===== config.mk =====
export PLATFORM = sky130hd
export DESIGN_NAME = ocp_front
export DESIGN_NICKNAME = d
export VERILOG_FILES = /design/src/rtl/ocp_pkg.sv /design/src/rtl/ocp_front.sv
export SDC_FILE = /design/constraint.sdc
export NUM_CORES = 2
export LEC_CHECK = 0
export ABC_AREA = 1
export BUFFER_PORTS_ARGS = -buffer_cell sky130_fd_sc_hd__buf_2
export CORE_ASPECT_RATIO = 1.2
export CORE_MARGIN = 8
export CORE_UTILIZATION = 50
export DETAILED_ROUTE_END_ITERATION = 10
export PLACE_DENSITY = 0.68
export SYNTH_ARGS = -nofsm -noshare
export SYNTH_HDL_FRONTEND = slang
export SYNTH_SLANG_ARGS = --single-unit

===== constraint.sdc =====
create_clock -name clk -period 7.3 [get_ports clk]
set_input_delay 1.095 -clock clk [delete_from_list [all_inputs] [get_ports clk]]
set_output_delay 1.095 -clock clk [all_outputs]
set_load 0.005 [all_outputs]

===== src/rtl/ocp_pkg.sv =====
// Shared types, constants and tables for the conic orbit position core.
package ocp_pkg;

  localparam int CORDIC_STEPS = 18;

  // CORDIC datapath width: Q2.30 values with headroom
  localparam int CW    = 34;
  localparam int NUMW  = 38;  // a*(1-e^2), Q6.32
  localparam int DENW  = 32;  // 1+e*cos, Q.30
  localparam int QBITS = 38;  // radius, Q.16
  localparam int REMW  = NUMW + 14;
  localparam int SHW   = DENW + QBITS - 1;

  localparam int QDEPTH = 4;
  localparam int QPW    = $clog2(QDEPTH);
  localparam int QCW    = $clog2(QDEPTH + 1);

  localparam logic [29:0] TURN_PER_RAD = 30'd683565276;
  localparam logic signed [CW-1:0] CORDIC_X0 = 34'sd652032874;
  localparam logic signed [31:0] ONE_Q30 = 32'sd1073741824;
  localparam logic signed [70:0] OUT_MAX = 71'sd8388607;
  localparam logic signed [70:0] OUT_MIN = -71'sd8388608;

  localparam logic [31:0] ATAN_TURNS [30] = '{
    32'd536870912, 32'd316933406, 32'd167458907, 32'd85004756, 32'd42667331,
    32'd21354465, 32'd10679838, 32'd5340245, 32'd2670163, 32'd1335087,
    32'd667544, 32'd333772, 32'd166886, 32'd83443, 32'd41722, 32'd20861,
    32'd10430, 32'd5215, 32'd2608, 32'd1304, 32'd652, 32'd326, 32'd163,
    32'd81, 32'd41, 32'd20, 32'd10, 32'd5, 32'd3, 32'd1
  };

  typedef enum logic [2:0] {
    REG_SMA   = 3'd0,
    REG_ECC   = 3'd1,
    REG_RATE  = 3'd2,
    REG_ANGLE = 3'd3,
    REG_START = 3'd4
  } cfg_reg_t;

  typedef struct packed {
    logic [21:0] sma;
    logic [15:0] ecc;
    logic [23:0] rate;
    logic [18:0] angle;
    logic [27:0] start;
  } cfg_t;

  // folded angle in turns, plus the half-turn flag
  typedef struct packed {
    logic signed [CW-1:0] z;
    logic                 flip;
  } turn_t;

  typedef struct packed {
    logic full;
    logic empty;
  } qstat_t;

endpackage


===== src/rtl/ocp_front.sv =====
// Front end: accepts sample times, forms the phase and folds it into turns.
module ocp_front (
  input  logic              clk,
  input  logic              rst,
  input  logic              s_tvalid,
  output logic              s_tready,
  input  logic [27:0]       sample_time,
  input  ocp_pkg::cfg_t     cfg,
  input  ocp_pkg::qstat_t   q_stat,
  output logic              push,
  output ocp_pkg::turn_t    push_item
);

  logic [3:0]          v;
  logic                en;
  logic signed [28:0]  dt;
  logic signed [53:0]  phase;
  logic signed [53:0]  prod;
  logic [56:0]         pl;
  logic signed [57:0]  ph;
  logic [63:0]         sum64;
  logic [31:0]         zu;
  ocp_pkg::turn_t      fold;
  ocp_pkg::turn_t      tr;

  assign en       = !(v[3] && q_stat.full);
  assign s_tready = en;
  assign push     = v[3] && !q_stat.full;
  assign push_item = tr;

  assign prod  = $signed({1'b0, cfg.rate}) * dt;
  assign sum64 = (64'(ph) << 27) + 64'(pl);
  assign zu    = sum64[63:32];

  always_comb begin
    fold.flip = 1'b0;
    fold.z    = $signed({2'b00, zu});
    priority if (zu >= 32'hC000_0000) begin
      fold.z = $signed({2'b00, zu} - 34'h1_0000_0000);
    end else if (zu >= 32'h4000_0000) begin
      fold.z    = $signed({2'b00, zu} - 34'h0_8000_0000);
      fold.flip = 1'b1;
    end else begin
      fold.z = $signed({2'b00, zu});
    end
  end

  always_ff @(posedge clk) begin
    if (rst) begin
      v <= '0;
    end else if (en) begin
      v <= {v[2:0], s_tvalid};
    end
  end

  always_ff @(posedge clk) begin
    if (en) begin
      dt    <= $signed({1'b0, sample_time}) - $signed({1'b0, cfg.start});
      phase <= prod + $signed({18'b0, cfg.angle, 16'b0});
      pl    <= phase[26:0] * ocp_pkg::TURN_PER_RAD;
      ph    <= $signed(phase[53:27]) * $signed({1'b0, ocp_pkg::TURN_PER_RAD});
      tr    <= fold;
    end
  end

endmodule


== Yosys cells after proc, flatten, opt, wreduce, memory -nomap -nowiden ==
Index checks and enable logic that the tools add are counted.
W data, S select, Z words.
Word-level totals
  register bits after elaboration: 212
  bits in latches: 0
  bits in writable memories: 0
  ROM bits: 0
  input bits: 142
  output and inout port bits: 37
  word-level logic and storage cells: 24
  memories kept: 0
Cells by class
  add/subtract/negate cells: 5
  multiply operators: 3
  divide/modulo/power cells: 0
  $lt $le $gt $ge: 2
  equal/unequal tests: 0
  shift-type cells: 0
  muxes and demuxes: 3
  bitwise gates (word level): 0
  reduce and logical (&&, ||, !) cells: 4
Operators by type and width (number)
  $mux W34: 2
  $add A64 B57 Y64: 1
  $mul A27 B28 Y55 const B: 1
  $add A54 B36 Y54: 1
  $mul A25 B29 Y54: 1
  $mul A27 B29 Y35 const B: 1
  $sub A32 B33 Y34 const B: 1
  $sub A32 B32 Y33 const B: 1
  $ge A32 B31 Y1 const B: 1
  $ge A32 B32 Y1 const B: 1
  $sub A28 B28 Y29: 1
  $logic_and A1 B1 Y1: 2
  $logic_not A1 Y1: 2
  $mux W1: 1

== Longest topological paths before layout ==
  depth after elaboration: 4
  mapped depth: 28

== Worst setup path before layout ==
Ideal clock, no wire load.
  path type: input-to-reg
  from: input cfg[48] (netlist bit)
  to: register phase[52], data pin
  data arrival time: 6.927 ns
  data required time: 7.047 ns
  path slack: 0.120 ns
  cell stages on the path: 26
  buffers on the path: 1
  cell sequence: clkbuf_1 nand2_1 inv_1 fa_1 fa_1 inv_1 fa_1 inv_1 fa_1 inv_1 fa_1 inv_1 fa_1 inv_1 fa_1 inv_1 ha_1 inv_1 nor3_1 inv_1 nor2_1 nand2_1 nor3_1 nand2_1 nand4_1 nand2_1
On the way
  cells in the longest elaborated chain, start to end: 2
RTL lines
  from (decl): line ocp_front.sv:8  | input ocp_pkg::cfg_t cfg,
  $mul A25 B29 Y54: line ocp_front.sv:31  | assign prod = $signed({1'b0, cfg.rate}) * dt;
  $add A54 B36 Y54: line ocp_front.sv:59  | phase <= prod + $signed({18'b0, cfg.angle, 16'b0});
  to (signal assigned): line ocp_front.sv:59
  to (decl): line ocp_front.sv:17  | logic signed [53:0] phase;
Every way passes these cells.
A chain may end at the register's enable or synchronous reset.

== Worst setup path in the final report ==
  from: input cfg[56] (netlist bit)
  to: register phase[47], data pin
Same word-level chain as after synthesis.

==> flow_summary.json <==
{
  "nNetsFinal": 9663,
  "period_share_pct": 96.4,
  "worstSetupPathType": "primary input to register",
  "grt_max_degree": 162,
  "rr_worst_depth": 26,
  "final_hold_viol_count": 0,
  "cpLargestDelayFamily": "adder cells",
  "slowest_delay_ns": 0.57,
  "insertion_delay_ns": 0.51,
  "gp_congestion": 0.991,
  "maxClockFrequency_mhz": 142,
  "crit_buf_inv": 8,
  "dieWidth_microns": 334,
  "maxSlewViolCount": 0,
  "grt_pass1_wl_mm": 267,
  "vias_per_cell": 5.04,
  "dr.pass1.iters": 7,
  "drt-initial-drc-count": 2208,
  "dp_hpwl_mm": 150,
  "synth_cell_types": 48,
  "post_cts_buffers": 0,
  "cp_common_cell": "fa_1",
  "required_ns": 7.56,
  "initial_utilization_pct": 50.2,
  "clock_path_buffers": 2,
  "synth_warnings": 0,
  "numPortBuffers": 139,
  "final.setup_skew_ns": 0.0361,
  "syn_area_per_cell_sq_um": 8.31,
  "cp_cell_sequence": "buf_2, buf_4, nand2_1, inv_1, fa_1, fa_1, inv_1, fa_1, fa_1, inv_1, fa_1, fa_1, inv_1, fa_1, inv_1, ha_1, buf_4, nand2_1, nor4_2, nand2_1, nor2_1, o21ai_1, nand4_1, nand2_1",
  "arrival_ns": 7.30,
  "core_sq_um": 121000,
  "top_level_ports": 179,
  "ant_nets": 0,
  "grt_pass1_vias": 51400,
  "yosysSeqAreaShare_pct": 9.05,
  "cts_buffers": 17,
  "synthCells": 7292,
  "cp_num_cells": 24,
  "hold_depth": 2,
  "setup_viol_count_final": 0,
  "drt-total-wl_mm": 166,
  "relSlewSlack_pct": 15.4,
  "final_cells": 9147,
  "fp.dieH_microns": 397,
  "htreeDepth": 4,
  "end_kind": "register",
  "ys_ff_latch": 184,
  "rsz0062_at_grt": "true",
  "fin_crit_ns": 7.04,
  "outcome": "completed",
  "syn2layout_area_growth_pct": 8.14,
  "maxCapViolations": 0,
  "clkTransAtPathRegs_ns": 0.08,
  "cp_max_fo": 14,
  "gr-total-overflow": 0,
  "max_slew.worst_pin.slew_ns": 1.27,
  "cts_tree": "yes",
  "routedWlPerCell_microns": 18.1,
  "grt_usage_pct": 25.6,
  "cts-root-buf": "clkbuf_16",
  "syn-cell-area_sq_um": 60600,
  "vias": 46100,
  "min_path_type": "register to register",
  "layout-drive-gt1-share_pct": 6.71,
  "cts.sinks": 184,
  "antenna_found_initial": 5,
  "die_area_sq_um": 133000,
  "crit_path_top_delay_cell": "fa_1",
  "drc": 0,
  "syn_nets": 9384,
  "dpl.cell_count": 9114,
  "worstSetupStartpointType": "primary input",
  "rows": 140
}
==> per-stage QoR <==
step,TNS (ns),cell area [sq um],hold WS (ns),setup WS [ns],utilization [%]
floorplan,0,60600,0.430,0.120,-
global placement,-6.21,64900,0.449,-0.355,53.7
detailed placement,-6.30,64900,0.460,-0.347,53.7
CTS,0,65500,0.472,0.195,54.2
global route,-0.0349,65600,0.504,-0.0349,54.2
finish,0,65600,0.466,0.261,54.2
==> layout make-up <==
class | count | area (sq um)
diodes | 1 | 2.50
clock buffers | 17 | 425
clock inverters | 15 | 178
fillers | 11300 | 55300
inverters | 2402 | 9020
multi-input cells | 4575 | 45600
flip-flops and latches | 184 | 5490
well taps | 1562 | 1950
repair buffers | 391 | 2860
==> cells by family (layout without fill, tap and decap cells) <==
family	count (synthesis)	count (layout)	share of synthesized area (%)
xor gates and xnor gates	142	142	2.05
adders and majority gates	1950	1950	55.2
and+or+nand+nor	2004	2004	13.4
AOI/OAI and AO/OA	479	479	4.53
DFF	184	184	9.05
buffers and inverters	2533	2825	15.7
other	0	1	0
==> path summary, 6_finish.rpt <==
| check | endpoint | start | slack, ns |
|---|---|---|---|
| setup / recovery | phase[47]$_DFFE_PN_ | cfg[56] | 0.26 |
| setup reg to reg | phase[37]$_DFFE_PN_ | dt[28]$_DFFE_PN_ | 0.37 |
| hold reg to reg | v[1]$_SDFFE_PP0N_ | v[1]$_SDFFE_PP0N_ | 0.47 |
| hold / removal | v[1]$_SDFFE_PP0N_ | v[1]$_SDFFE_PP0N_ | 0.47 |
==> Yosys cell counts (all sizes together) <==
library cell	n	area, sq um
a211oi	2	15.0
a21boi	12	101
a21o	19	143
a21oi	244	1270
a221oi	1	8.76
a22oi	1	7.51
a31oi	9	56.3
and2	3	18.8
and3	5	31.3
buf	18	71.3
clkbuf	113	424
dfxtp	4	80.1
edfxtp	180	5410
fa	1211	24200
ha	739	9250
inv	2402	9020
nand2	1404	5320
nand3	157	833
nand3b	3	22.5
nand4	48	300
nor2	330	1270
nor3	41	257
nor4	6	56.3
o211ai	2	15.0
o21a	10	75.1
o21ai	138	736
o21bai	36	270
o31ai	5	47.5
or2	7	43.8
xnor2	48	420
xor2	94	823
==> worst register-to-register path: cells and delay by family, from the launching register on <==
family,cells,cell delay (ns)
AO/OA/AOI/OAI,3,0.55
flip-flops,1,0.62
buffers and inverters,11,1.18
XOR/XNOR,1,0.17
adder cells (fa/ha/maj),8,3.78
AND/OR/NAND/NOR,3,0.37
==> per-layer routing <==
layer	global-route usage (%)	vias to the layer above	wire length [microns]
met5	0	-	68
met4	11.6	10	8650
met3	2.45	396	5760
met2	48.9	1117	88300
met1	28.4	22900	62900
li1	-	21700	-
==> registers in the layout, indices dropped and copies added, names as in the netlist <==
register	flops
phase	54
ph	35
push_item	34
dt	29
pl	28
v	4
==> placed cells by master (no fill, tap or decap), drive strengths merged, types with 41 or more instances in the layout <==
master,n
xor2,94
edfxtp,180
buf,390
o21ai,138
ha,739
nand4,48
nand3,157
a21oi,244
inv,2409
nand2,1404
fa,1211
xnor2,48
nor2,330
nor3,41
==> timing repair <==
| item | CTS | global route |
|---|---|---|
| setup endpoints to repair | 0 | 11 |
| endpoints found under the hold margin | 0 | 0 |
| gates resized for setup | 0 | 8 |
| hold buffers | 0 | 0 |
Power is left out: the tool's default activity adds up to more than one toggle a clock period on the data nets, which glitch-free logic cannot reach.
