===== src/rtl/ocp_pkg.sv =====
// Shared types, constants and tables for the conic orbit position core.
package ocp_pkg;

  localparam int CORDIC_STEPS = 18;

  // CORDIC datapath width: Q2.30 values with headroom
  localparam int CW    = 34;
  localparam int NUMW  = 38;  // a*(1-e^2), Q6.32
  localparam int DENW  = 32;  // 1+e*cos, Q.30
  localparam int QBITS = 38;  // radius, Q.16
  localparam int REMW  = NUMW + 14;
  localparam int SHW   = DENW + QBITS - 1;

  localparam int QDEPTH = 4;
  localparam int QPW    = $clog2(QDEPTH);
  localparam int QCW    = $clog2(QDEPTH + 1);

  localparam logic [29:0] TURN_PER_RAD = 30'd683565276;
  localparam logic signed [CW-1:0] CORDIC_X0 = 34'sd652032874;
  localparam logic signed [31:0] ONE_Q30 = 32'sd1073741824;
  localparam logic signed [70:0] OUT_MAX = 71'sd8388607;
  localparam logic signed [70:0] OUT_MIN = -71'sd8388608;

  localparam logic [31:0] ATAN_TURNS [30] = '{
    32'd536870912, 32'd316933406, 32'd167458907, 32'd85004756, 32'd42667331,
    32'd21354465, 32'd10679838, 32'd5340245, 32'd2670163, 32'd1335087,
    32'd667544, 32'd333772, 32'd166886, 32'd83443, 32'd41722, 32'd20861,
    32'd10430, 32'd5215, 32'd2608, 32'd1304, 32'd652, 32'd326, 32'd163,
    32'd81, 32'd41, 32'd20, 32'd10, 32'd5, 32'd3, 32'd1
  };

  typedef enum logic [2:0] {
    REG_SMA   = 3'd0,
    REG_ECC   = 3'd1,
    REG_RATE  = 3'd2,
    REG_ANGLE = 3'd3,
    REG_START = 3'd4
  } cfg_reg_t;

  typedef struct packed {
    logic [21:0] sma;
    logic [15:0] ecc;
    logic [23:0] rate;
    logic [18:0] angle;
    logic [27:0] start;
  } cfg_t;

  // folded angle in turns, plus the half-turn flag
  typedef struct packed {
    logic signed [CW-1:0] z;
    logic                 flip;
  } turn_t;

  typedef struct packed {
    logic full;
    logic empty;
  } qstat_t;

endpackage


===== src/rtl/ocp_queue.sv =====
// Short queue between the front end and the back end.
module ocp_queue (
  input  logic              clk,
  input  logic              rst,
  input  logic              push,
  input  ocp_pkg::turn_t    push_item,
  input  logic              pop,
  output ocp_pkg::turn_t    head,
  output ocp_pkg::qstat_t   q_stat
);

  ocp_pkg::turn_t             mem [ocp_pkg::QDEPTH];
  logic [ocp_pkg::QPW-1:0]    wp;
  logic [ocp_pkg::QPW-1:0]    rp;
  logic [ocp_pkg::QCW-1:0]    cnt;
  logic                       do_push;
  logic                       do_pop;

  assign q_stat.full  = (cnt == ocp_pkg::QCW'(ocp_pkg::QDEPTH));
  assign q_stat.empty = (cnt == '0);
  assign do_push = push && !q_stat.full;
  assign do_pop  = pop && !q_stat.empty;
  assign head    = mem[rp];

  always_ff @(posedge clk) begin
    if (rst) begin
      wp  <= '0;
      rp  <= '0;
      cnt <= '0;
    end else begin
      if (do_push) wp <= wp + 1'b1;
      if (do_pop)  rp <= rp + 1'b1;
      if (do_push && !do_pop) cnt <= cnt + 1'b1;
      else if (do_pop && !do_push) cnt <= cnt - 1'b1;
    end
  end

  always_ff @(posedge clk) begin
    if (do_push) mem[wp] <= push_item;
  end

  a_no_overflow: assert property (@(posedge clk) disable iff (rst)
    !(push && q_stat.full))
    else $error("queue push while full");
  a_no_underflow: assert property (@(posedge clk) disable iff (rst)
    !(pop && q_stat.empty))
    else $error("queue pop while empty");
  a_count_up: assert property (@(posedge clk) disable iff (rst)
    (do_push && !do_pop) |=> cnt == $past(cnt) + 1'b1)
    else $error("queue count lost a push");

endmodule


===== config.mk =====
export PLATFORM = sky130hd
export DESIGN_NAME = ocp_queue
export DESIGN_NICKNAME = d
export VERILOG_FILES = /design/src/rtl/ocp_pkg.sv /design/src/rtl/ocp_queue.sv
export SDC_FILE = /design/constraint.sdc
export NUM_CORES = 1
export LEC_CHECK = 0
export ABC_AREA = 1
export BUFFER_PORTS_ARGS = -buffer_cell sky130_fd_sc_hd__buf_2
export CORE_MARGIN = 5
export CORE_UTILIZATION = 50
export CTS_BUF_LIST = sky130_fd_sc_hd__clkbuf_4
export DETAILED_ROUTE_END_ITERATION = 10
export PLACE_DENSITY = 0.71
export SLEW_MARGIN = 20
export SYNTH_ARGS = -nofsm -noshare
export SYNTH_HDL_FRONTEND = slang
export SYNTH_SLANG_ARGS = --single-unit
export TNS_END_PERCENT = 1

===== constraint.sdc =====
create_clock -name clk -period 4.8 [get_ports clk]
set_clock_uncertainty 0.15 [all_clocks]
set_input_delay 0.24 -clock clk [delete_from_list [all_inputs] [get_ports clk]]
set_output_delay 0.24 -clock clk [all_outputs]
set_load 0.03 [all_outputs]

======== After elaboration in Yosys (flattened, before gate mapping) ========
Memory sizes are Yosys's and may differ from the RTL's. A register that Yosys moved wholly into a read port is not among the register bits.
Cells that the tools add are included.
word-level totals
  register bits ........................... 7
  bits in writable memories ............... 140
  output and inout bits ................... 37
  word-level logic and storage cells ...... 25
  memories kept ........................... 1
memories
  name  depth  bits a word  read ports  clocked after Yosys merged registers in  write ports  RTL line         source
  mem   4      35           1           1                                        1            ocp_queue.sv:12  ocp_pkg::turn_t mem [ocp_pkg::QDEPTH];
cells by class
  add/subtract/negate cells ............... 4
  equal/unequal tests ..................... 1
  multiplexer cells ....................... 6
  reductions and logical operators ........ 10
operators with widths
  operator                                                             number
  3-bit two-way mux                                                    2
  2-bit by 1-bit adder with 2-bit output (second input constant)       2
  1-bit logical AND                                                    4
  1-bit zero test                                                      4
  2-bit two-way mux                                                    2
  3-bit by 1-bit adder with 3-bit output (second input constant)       1
  3-bit equality test (second input constant)                          1
  3-bit zero test                                                      1
  3-bit by 1-bit subtractor with 3-bit output (second input constant)  1
  1-bit two-way mux                                                    2
  2-bit nonzero test                                                   1

======== Depth between registers and ports, before layout ========
Gate-level depths: netlist (run 1).
  word-level depth ........................ 7
  depth in mapped cells ................... 13
  gate-level depth less buffers ........... 13

======== Worst setup path before layout (run 1) ========
OpenSTA, ideal clock, no wires.
  path type ............................... register to register
  start ................................... reg cnt[0] in the netlist's numbering
  end ..................................... mem mem[0][0] in the netlist's numbering, enable pin
  library setup time ...................... 0.427 ns
  data arrival time ....................... 2.120 ns
  path slack .............................. 2.102 ns
  stages on the path, launching flop included .. 5
  cell sequence ........................... dfxtp_1 nor2_1 nand2_1 nand2_2 nor2_1
on the way
  word-level cells in the longest chain between the ends .. 5
ends and longest elaborated chain
  element                                  RTL line         source
  from (decl)                              ocp_queue.sv:15  logic [ocp_pkg::QCW-1:0] cnt;
  from (signal assigned)                   ocp_queue.sv:33  if (do_push && !do_pop) cnt <= cnt + 1'b1;
  from (signal assigned)                   ocp_queue.sv:34  else if (do_pop && !do_push) cnt <= cnt - 1'b1;
  3-bit equality test                      ocp_queue.sv:19  assign q_stat.full = (cnt == ocp_pkg::QCW'(ocp_pkg::QDEPTH));
  1-bit zero test                          ocp_queue.sv:21  assign do_push = push && !q_stat.full;
  1-bit logical AND                        ocp_queue.sv:21
  1-bit two-way mux                        ocp_queue.sv:39  if (do_push) mem[wp] <= push_item;
  1-bit two-way mux (not written as such)  ocp_queue.sv:39
  to (decl)                                ocp_queue.sv:12
No other way between the ends.

==> results of run 1 <==
## registers in the layout, summed over array words and instances (netlist names), named ones only
register and flops:
rp 2, mem 140, cnt 3, wp 2
## path summary, 6_finish.rpt
kind | cells past startpoint | from | end
setup / recovery | 4 | flip-flop | head[19]
hold / removal | 2 | push_item[22] | mem[2][22]$_DFFE_PP_
setup reg to reg | 9 | cnt[0]$_SDFFE_PP0P_ | cnt[1]$_SDFFE_PP0P_
hold reg to reg | 2 | rp[1]$_SDFFE_PP0P_ | rp[1]$_SDFFE_PP0P_
## metrics by stage
| step | setup slack (ns) | std cells | area (sq um) | hold WS [ns] | power [mW] |
|---|---|---|---|---|---|
| 6_report | 2.00 | 677 | 6860 | 0.331 | 3.40 |
| 5_1_grt | 1.75 | 677 | 6860 | 0.281 | 3.60 |
| 4_1_cts | 1.97 | 673 | 6750 | 0.279 | 3.40 |
| 3_5_place_dp | 2.51 | 604 | 6130 | 0.311 | 2.73 |
| 3_3_place_gp | 2.58 | 604 | 6130 | 0.302 | 2.71 |
| 2_1_floorplan | 2.10 | 408 | 5670 | 0.159 | 2.43 |
## kinds of logic after synthesis
group           synth area share
fa+ha+maj                 0.0146
compound gates             0.104
xor+xnor                 0.00155
simple gates              0.0709
flops                      0.774
buf+inv                   0.0353
## power by group through the flow
stage	combinational [mW]	sequential (mW)	clock [mW]
finish	1.10	1.65	0.648
global route	1.20	1.67	0.732
CTS	1.08	1.65	0.667
detailed placement	1.05	1.68	0
global placement	1.03	1.68	0
floorplan	0.787	1.65	0
## layer usage
layer	share of wire	wire length (microns)	track usage
met5	0	0	0
met3	0.066	736	0.0404
met2	0.49	5460	0.285
met1	0.42	4700	0.215
met4	0.017	189	0.0634
## area by class of cell
cell class / count / area share
flip-flops and latches: 149 / 0.639
multi-input cells: 220 / 0.162
repair buffers: 120 / 0.130
well taps: 140 / 0.0255
clock buffers: 18 / 0.0197
clock inverters: 12 / 0.0133
inverters: 18 / 0.0102
## cells in the mapped netlist (3+ instances only)
| master | instances | area share |
|---|---|---|
| a21oi_1 | 3 | 0.0026 |
| nor2_1 | 84 | 0.056 |
| inv_1 | 16 | 0.011 |
| buf_2 | 11 | 0.0097 |
| o21ai_1 | 21 | 0.019 |
| ha_1 | 5 | 0.011 |
| nand3_1 | 4 | 0.0035 |
| dfxtp_1 | 9 | 0.032 |
| o21ai_0 | 50 | 0.044 |
| nand2_1 | 14 | 0.0093 |
| edfxtp_1 | 140 | 0.74 |
| o22ai_1 | 35 | 0.039 |
| buf_4 | 10 | 0.013 |
## worst max-delay path: stages, from the launching register on
cell and delay, ns:
dfxtp_2 0.83, buf_4 0.43, o21ai_0 0.15, o22ai_1 0.26, buf_2 0.25
==> metrics.txt, run 1 <==
status finished clean; GPL Wtd Cong 0.751; register bit count reported by yosys 149; Post-CTS Hold Fix Bufs 39; DIE WIDTH 116 microns; final core occ 0.625; Max-cap violations 0; fillers 832; design internal power 2.15 mW; Psw 1.25 mW; maximum vdd drop 0.000281 V; # nets final 571; maximum number of pins on one net before global-route repair 71; Synth warnings 0; syn_nets 453; Crit Path Max Fanout 42; Seq/Total Area, Yosys 0.774; share of power burned in registers 0.486; Netlist Area Pre-Place 5670 sq um; max-slew violations 0; # setup viols final 0; Syn Area/Cell 13.9 sq um; post-CTS setup buffer count 0; post-synthesis async set-or-reset flop share 0; All-Layer GR Usage 0.170; Detail Placement HPWL 6300 microns; Chip Height 116 microns; Multi-input gate area 1110 sq um; crit path time final 2.80 ns; vias post-DR 3574; Static Leak 2.48 nW; Min-Delay Path Class input pin to flip-flop; average wire per standard cell 16.4 microns; Clock Power Share 0.191; vias in the first global route 3532; Post-synth EDFFs 140; Resize count post-CTS 0; Post-synth top flop edfxtp_1; endpoint class of the critical path output port; Worst Path Required 4.41 ns; RSZ-0062 raised after global routing false; Register Area 4390 sq um; Residual DRC 0; worst skew pair latency 0.50 ns; CP Class flip-flop to output port; port buffer count 75; area grow syn2layout 21.1%; Worst EP arrival 2.41 ns; Slew HR 0.495; Gate Count Post-Synth 408; drt first pass iters 4; measured slew at the worst slew-check pin 0.758 ns; clock buffer depth 2; depth of the CTS H-tree 4; share of post-route cells with drive strength above 1 0.220; setup total negative slack 0 ns; clock sinks 149; sw frac 0.368; Comb pwr share 0.323; Final Hold Vio Count 0; Clk pin slew, worst setup/hold paths 0.11 ns; Initial Util 0.516; Root Buffer clkbuf_4; PwrDens 495 nW/um^2; CTS Buf Count 17; FF-to-FF setup slack 2.62 ns; Startpoint Class flip-flop; Netlist cell types 19; ANT nets after route 0; num ports 76; fmax 357 MHz; GR Overflow Total 0; Via-to-Cell Ratio 5.28; die area 13600 sq um; CTS tree built; Antenna Cells 0; Routed Wire Length 11100 microns; first-iteration detailed-routing DRC count 328; antenna violations before repair 0; commonest non-fill, non-tap cell in the layout edfxtp_1; final worst-path cycle share 0.584; commonest non-fill, non-tap cells in the layout edfxtp_1, nor2_1, buf_2, o21ai_0, dlygate4sd3_1; # rows 38; Core ar. 11000 sq um; global-route wire length before repair 17200 microns
(Power assumes the default switching activity.)
==> run 2, diff against run 1 <==
Settings changed: ABC_AREA 1 to 0, PLACE_DENSITY 0.71 to 0.74.
Clock period 4.8 ns to 2.3 ns, I/O delays scaled along.
==> metrics.txt, run 2 <==
Post-synth top flop edfxtp_1; top-count cell post-synth edfxtp_1; Min-Delay Path Class input pin to flip-flop; Regs by FF count mem: 140 flops, cnt: 3 flops; post-layout total power 7.12 mW; Antenna Cells 0; PwrDens 1040 nW/um^2; mux contribution to synthesized area 0.146; Slew HR 0.796; Gate Count Post-Synth 231; Compound-Gate Fraction of Synth Area 0.00743; Static Leak 2.35 nW; Seq/Total Area, Yosys 0.789; Biggest register mem; average wire per standard cell 18.1 microns; largest cells by area after synthesis edfxtp_1, mux4_2, dfxtp_1; crit path from cnt[0]$_SDFFE_PP0P_; register bit count reported by yosys 149; max-slew violations 0; Core ar. 10800 sq um; syn_nets 276; area grow syn2layout 22.8%; measured slew at the worst slew-check pin 0.301 ns; Syn Area/Cell 24.0 sq um; vias post-DR 2689; Worst Path Required 2.58 ns; DIE WIDTH 115 microns; CTS Buf Count 17; Final Hold Vio Count 0; Synth warnings 0; clock buffer depth 2; # rows 38; # setup viols final 0; port buffer count 75; All-Layer GR Usage 0.155; XOR/XNOR Fraction of Synth Area 0.00631; area fraction of the dominant cell type after synthesis 0.757; vias in the first global route 2958; CTS tree built; share of post-route cells with drive strength above 1 0.435; Synth Area in Adders 0.0149; commonest non-fill, non-tap cell in the layout edfxtp_1; Clk pin slew, worst setup/hold paths 0.12 ns; Via-to-Cell Ratio 5.18; largest area contributor in the netlist edfxtp_1; Detail Placement HPWL 5950 microns; Startpoint Class flip-flop; final worst-path cycle share 0.951; status finished clean; fmax 457 MHz; ANT nets after route 0; maximum vdd drop 0.000615 V; post-synthesis async set-or-reset flop share 0; worst r2r src cnt[0]$_SDFFE_PP0P_; Chip Height 115 microns; GPL Wtd Cong 0.709; Root Buffer clkbuf_4; Simple-Gate Fraction of Synth Area 0.0167; commonest cells in the netlist edfxtp_1, mux4_2, dfxtp_1; worst skew pair latency 0.51 ns; die area 13300 sq um; # nets final 412; num ports 76; Post-synth EDFFs 140; crit path time final 2.19 ns; Initial Util 0.512; Netlist Area Pre-Place 5550 sq um; drt first pass iters 4; Max-cap violations 0; first-iteration detailed-routing DRC count 129; max reg flops 140; antenna violations before repair 0; largest family of logic cells by synthesized area multiplexers; Crit Path Max Fanout 6; Netlist cell types 24; Worst EP arrival 2.47 ns; commonest non-fill, non-tap cells in the layout edfxtp_1, buf_2, dlygate4sd3_1, mux4_2, clkbuf_4; endpoint class of the critical path flip-flop; maximum number of pins on one net before global-route repair 36; Routed Wire Length 9370 microns; depth of the CTS H-tree 4; GR Overflow Total 0; worst hold margin 0.198 ns; Hold Crit Start push_item[7]; Residual DRC 0; clock sinks 149; CP Class flip-flop to flip-flop; global-route wire length before repair 15000 microns
[run 2: changes by cell type after synthesis, moves of 4 or more]
| cell | change |
|---|---|
| inv_1 | -12 |
| nand2_1 | -14 |
| buf_2 | -8 |
| o21ai_1 | -21 |
| o22ai_1 | -35 |
| nand3_1 | -4 |
| nor2_1 | -79 |
| o21ai_0 | -48 |
| mux4_2 | +35 |
| and2_1 | +4 |
| buf_4 | -10 |
[run 2: layout make-up]
type	count	area (sq um)
Sequential cell	149	4400
Timing Repair Buffer	126	880
Tap cell	140	175
Multi-Input combinational cell	69	1080
Clock buffer	19	143
Clock inverter	12	130
Fill cell	776	4020
Inverter	4	15.0
[run 2: what timing repair did]
action / in CTS / in global routing
pin swaps: 0 / 2
hold buffers: 39 / 0
hold endpoints to repair: 149 / 0
setup buffers: 0 / 0
gates resized for setup: 1 / 10
endpoints found under the setup margin: 15 / 28
[run 2: cell families (layout without fill, tap and decap cells)]
group                      after synthesis  count (layout)
AOI/OAI and AO/OA                        6               6
xor gates and xnor gates                 4               4
adders and majority gates                6               6
buffers and inverters                   13             161
DFF                                    149             149
muxes                                   37              37
and+or+nand+nor                         16              16
[run 2: metal layers]
metal  routed length, microns  global-route usage  vias to the layer above
met5                        0                   0                        -
met4                       85              0.0540                        0
met3                      541              0.0500                       10
met2                     4850               0.265                       81
met1                     3900               0.187                     1357
li1                         -                   -                     1241
[run 2: critical path, cell delays in order (launching register included)]
cell and delay (ns):
dfxtp_4 0.40, o31ai_4 0.25, ha_2 0.24, inv_1 0.06, fa_1 0.37, xor2_1 0.15, or3_1 0.32, a21oi_1 0.15
[run 2: final timing paths]
check / end / slack [ns] / depth (start not counted)
setup / recovery: cnt[2]$_SDFFE_PP0P_ / 0.11 / 7
hold / removal: mem[3][7]$_DFFE_PP_ / 0.20 / 2
setup reg to reg: cnt[2]$_SDFFE_PP0P_ / 0.11 / 7
hold reg to reg: wp[1]$_SDFFE_PP0P_ / 0.38 / 2
[run 2: per-stage QoR]
stage           TNS, ns   util  instances  worst slack [ns]  instance area (sq um)
2_1_floorplan         0      -        231            0.0487                   5550
3_3_place_gp          0  0.565        449             0.169                   6120
3_5_place_dp          0  0.565        449            0.0758                   6120
4_1_cts               0  0.626        519           0.00644                   6790
5_1_grt        -0.00603  0.629        519          -0.00603                   6820
6_report              0  0.629        519             0.114                   6820
[run 2: report_power, final]
group	total [mW]	switching [mW]	leakage [nW]	internal (mW)
logic	2.22	1.31	0.851	0.905
registers	3.38	0.115	1.36	3.27
clock network	1.52	0.855	0.139	0.663
total	7.12	2.28	2.35	4.84
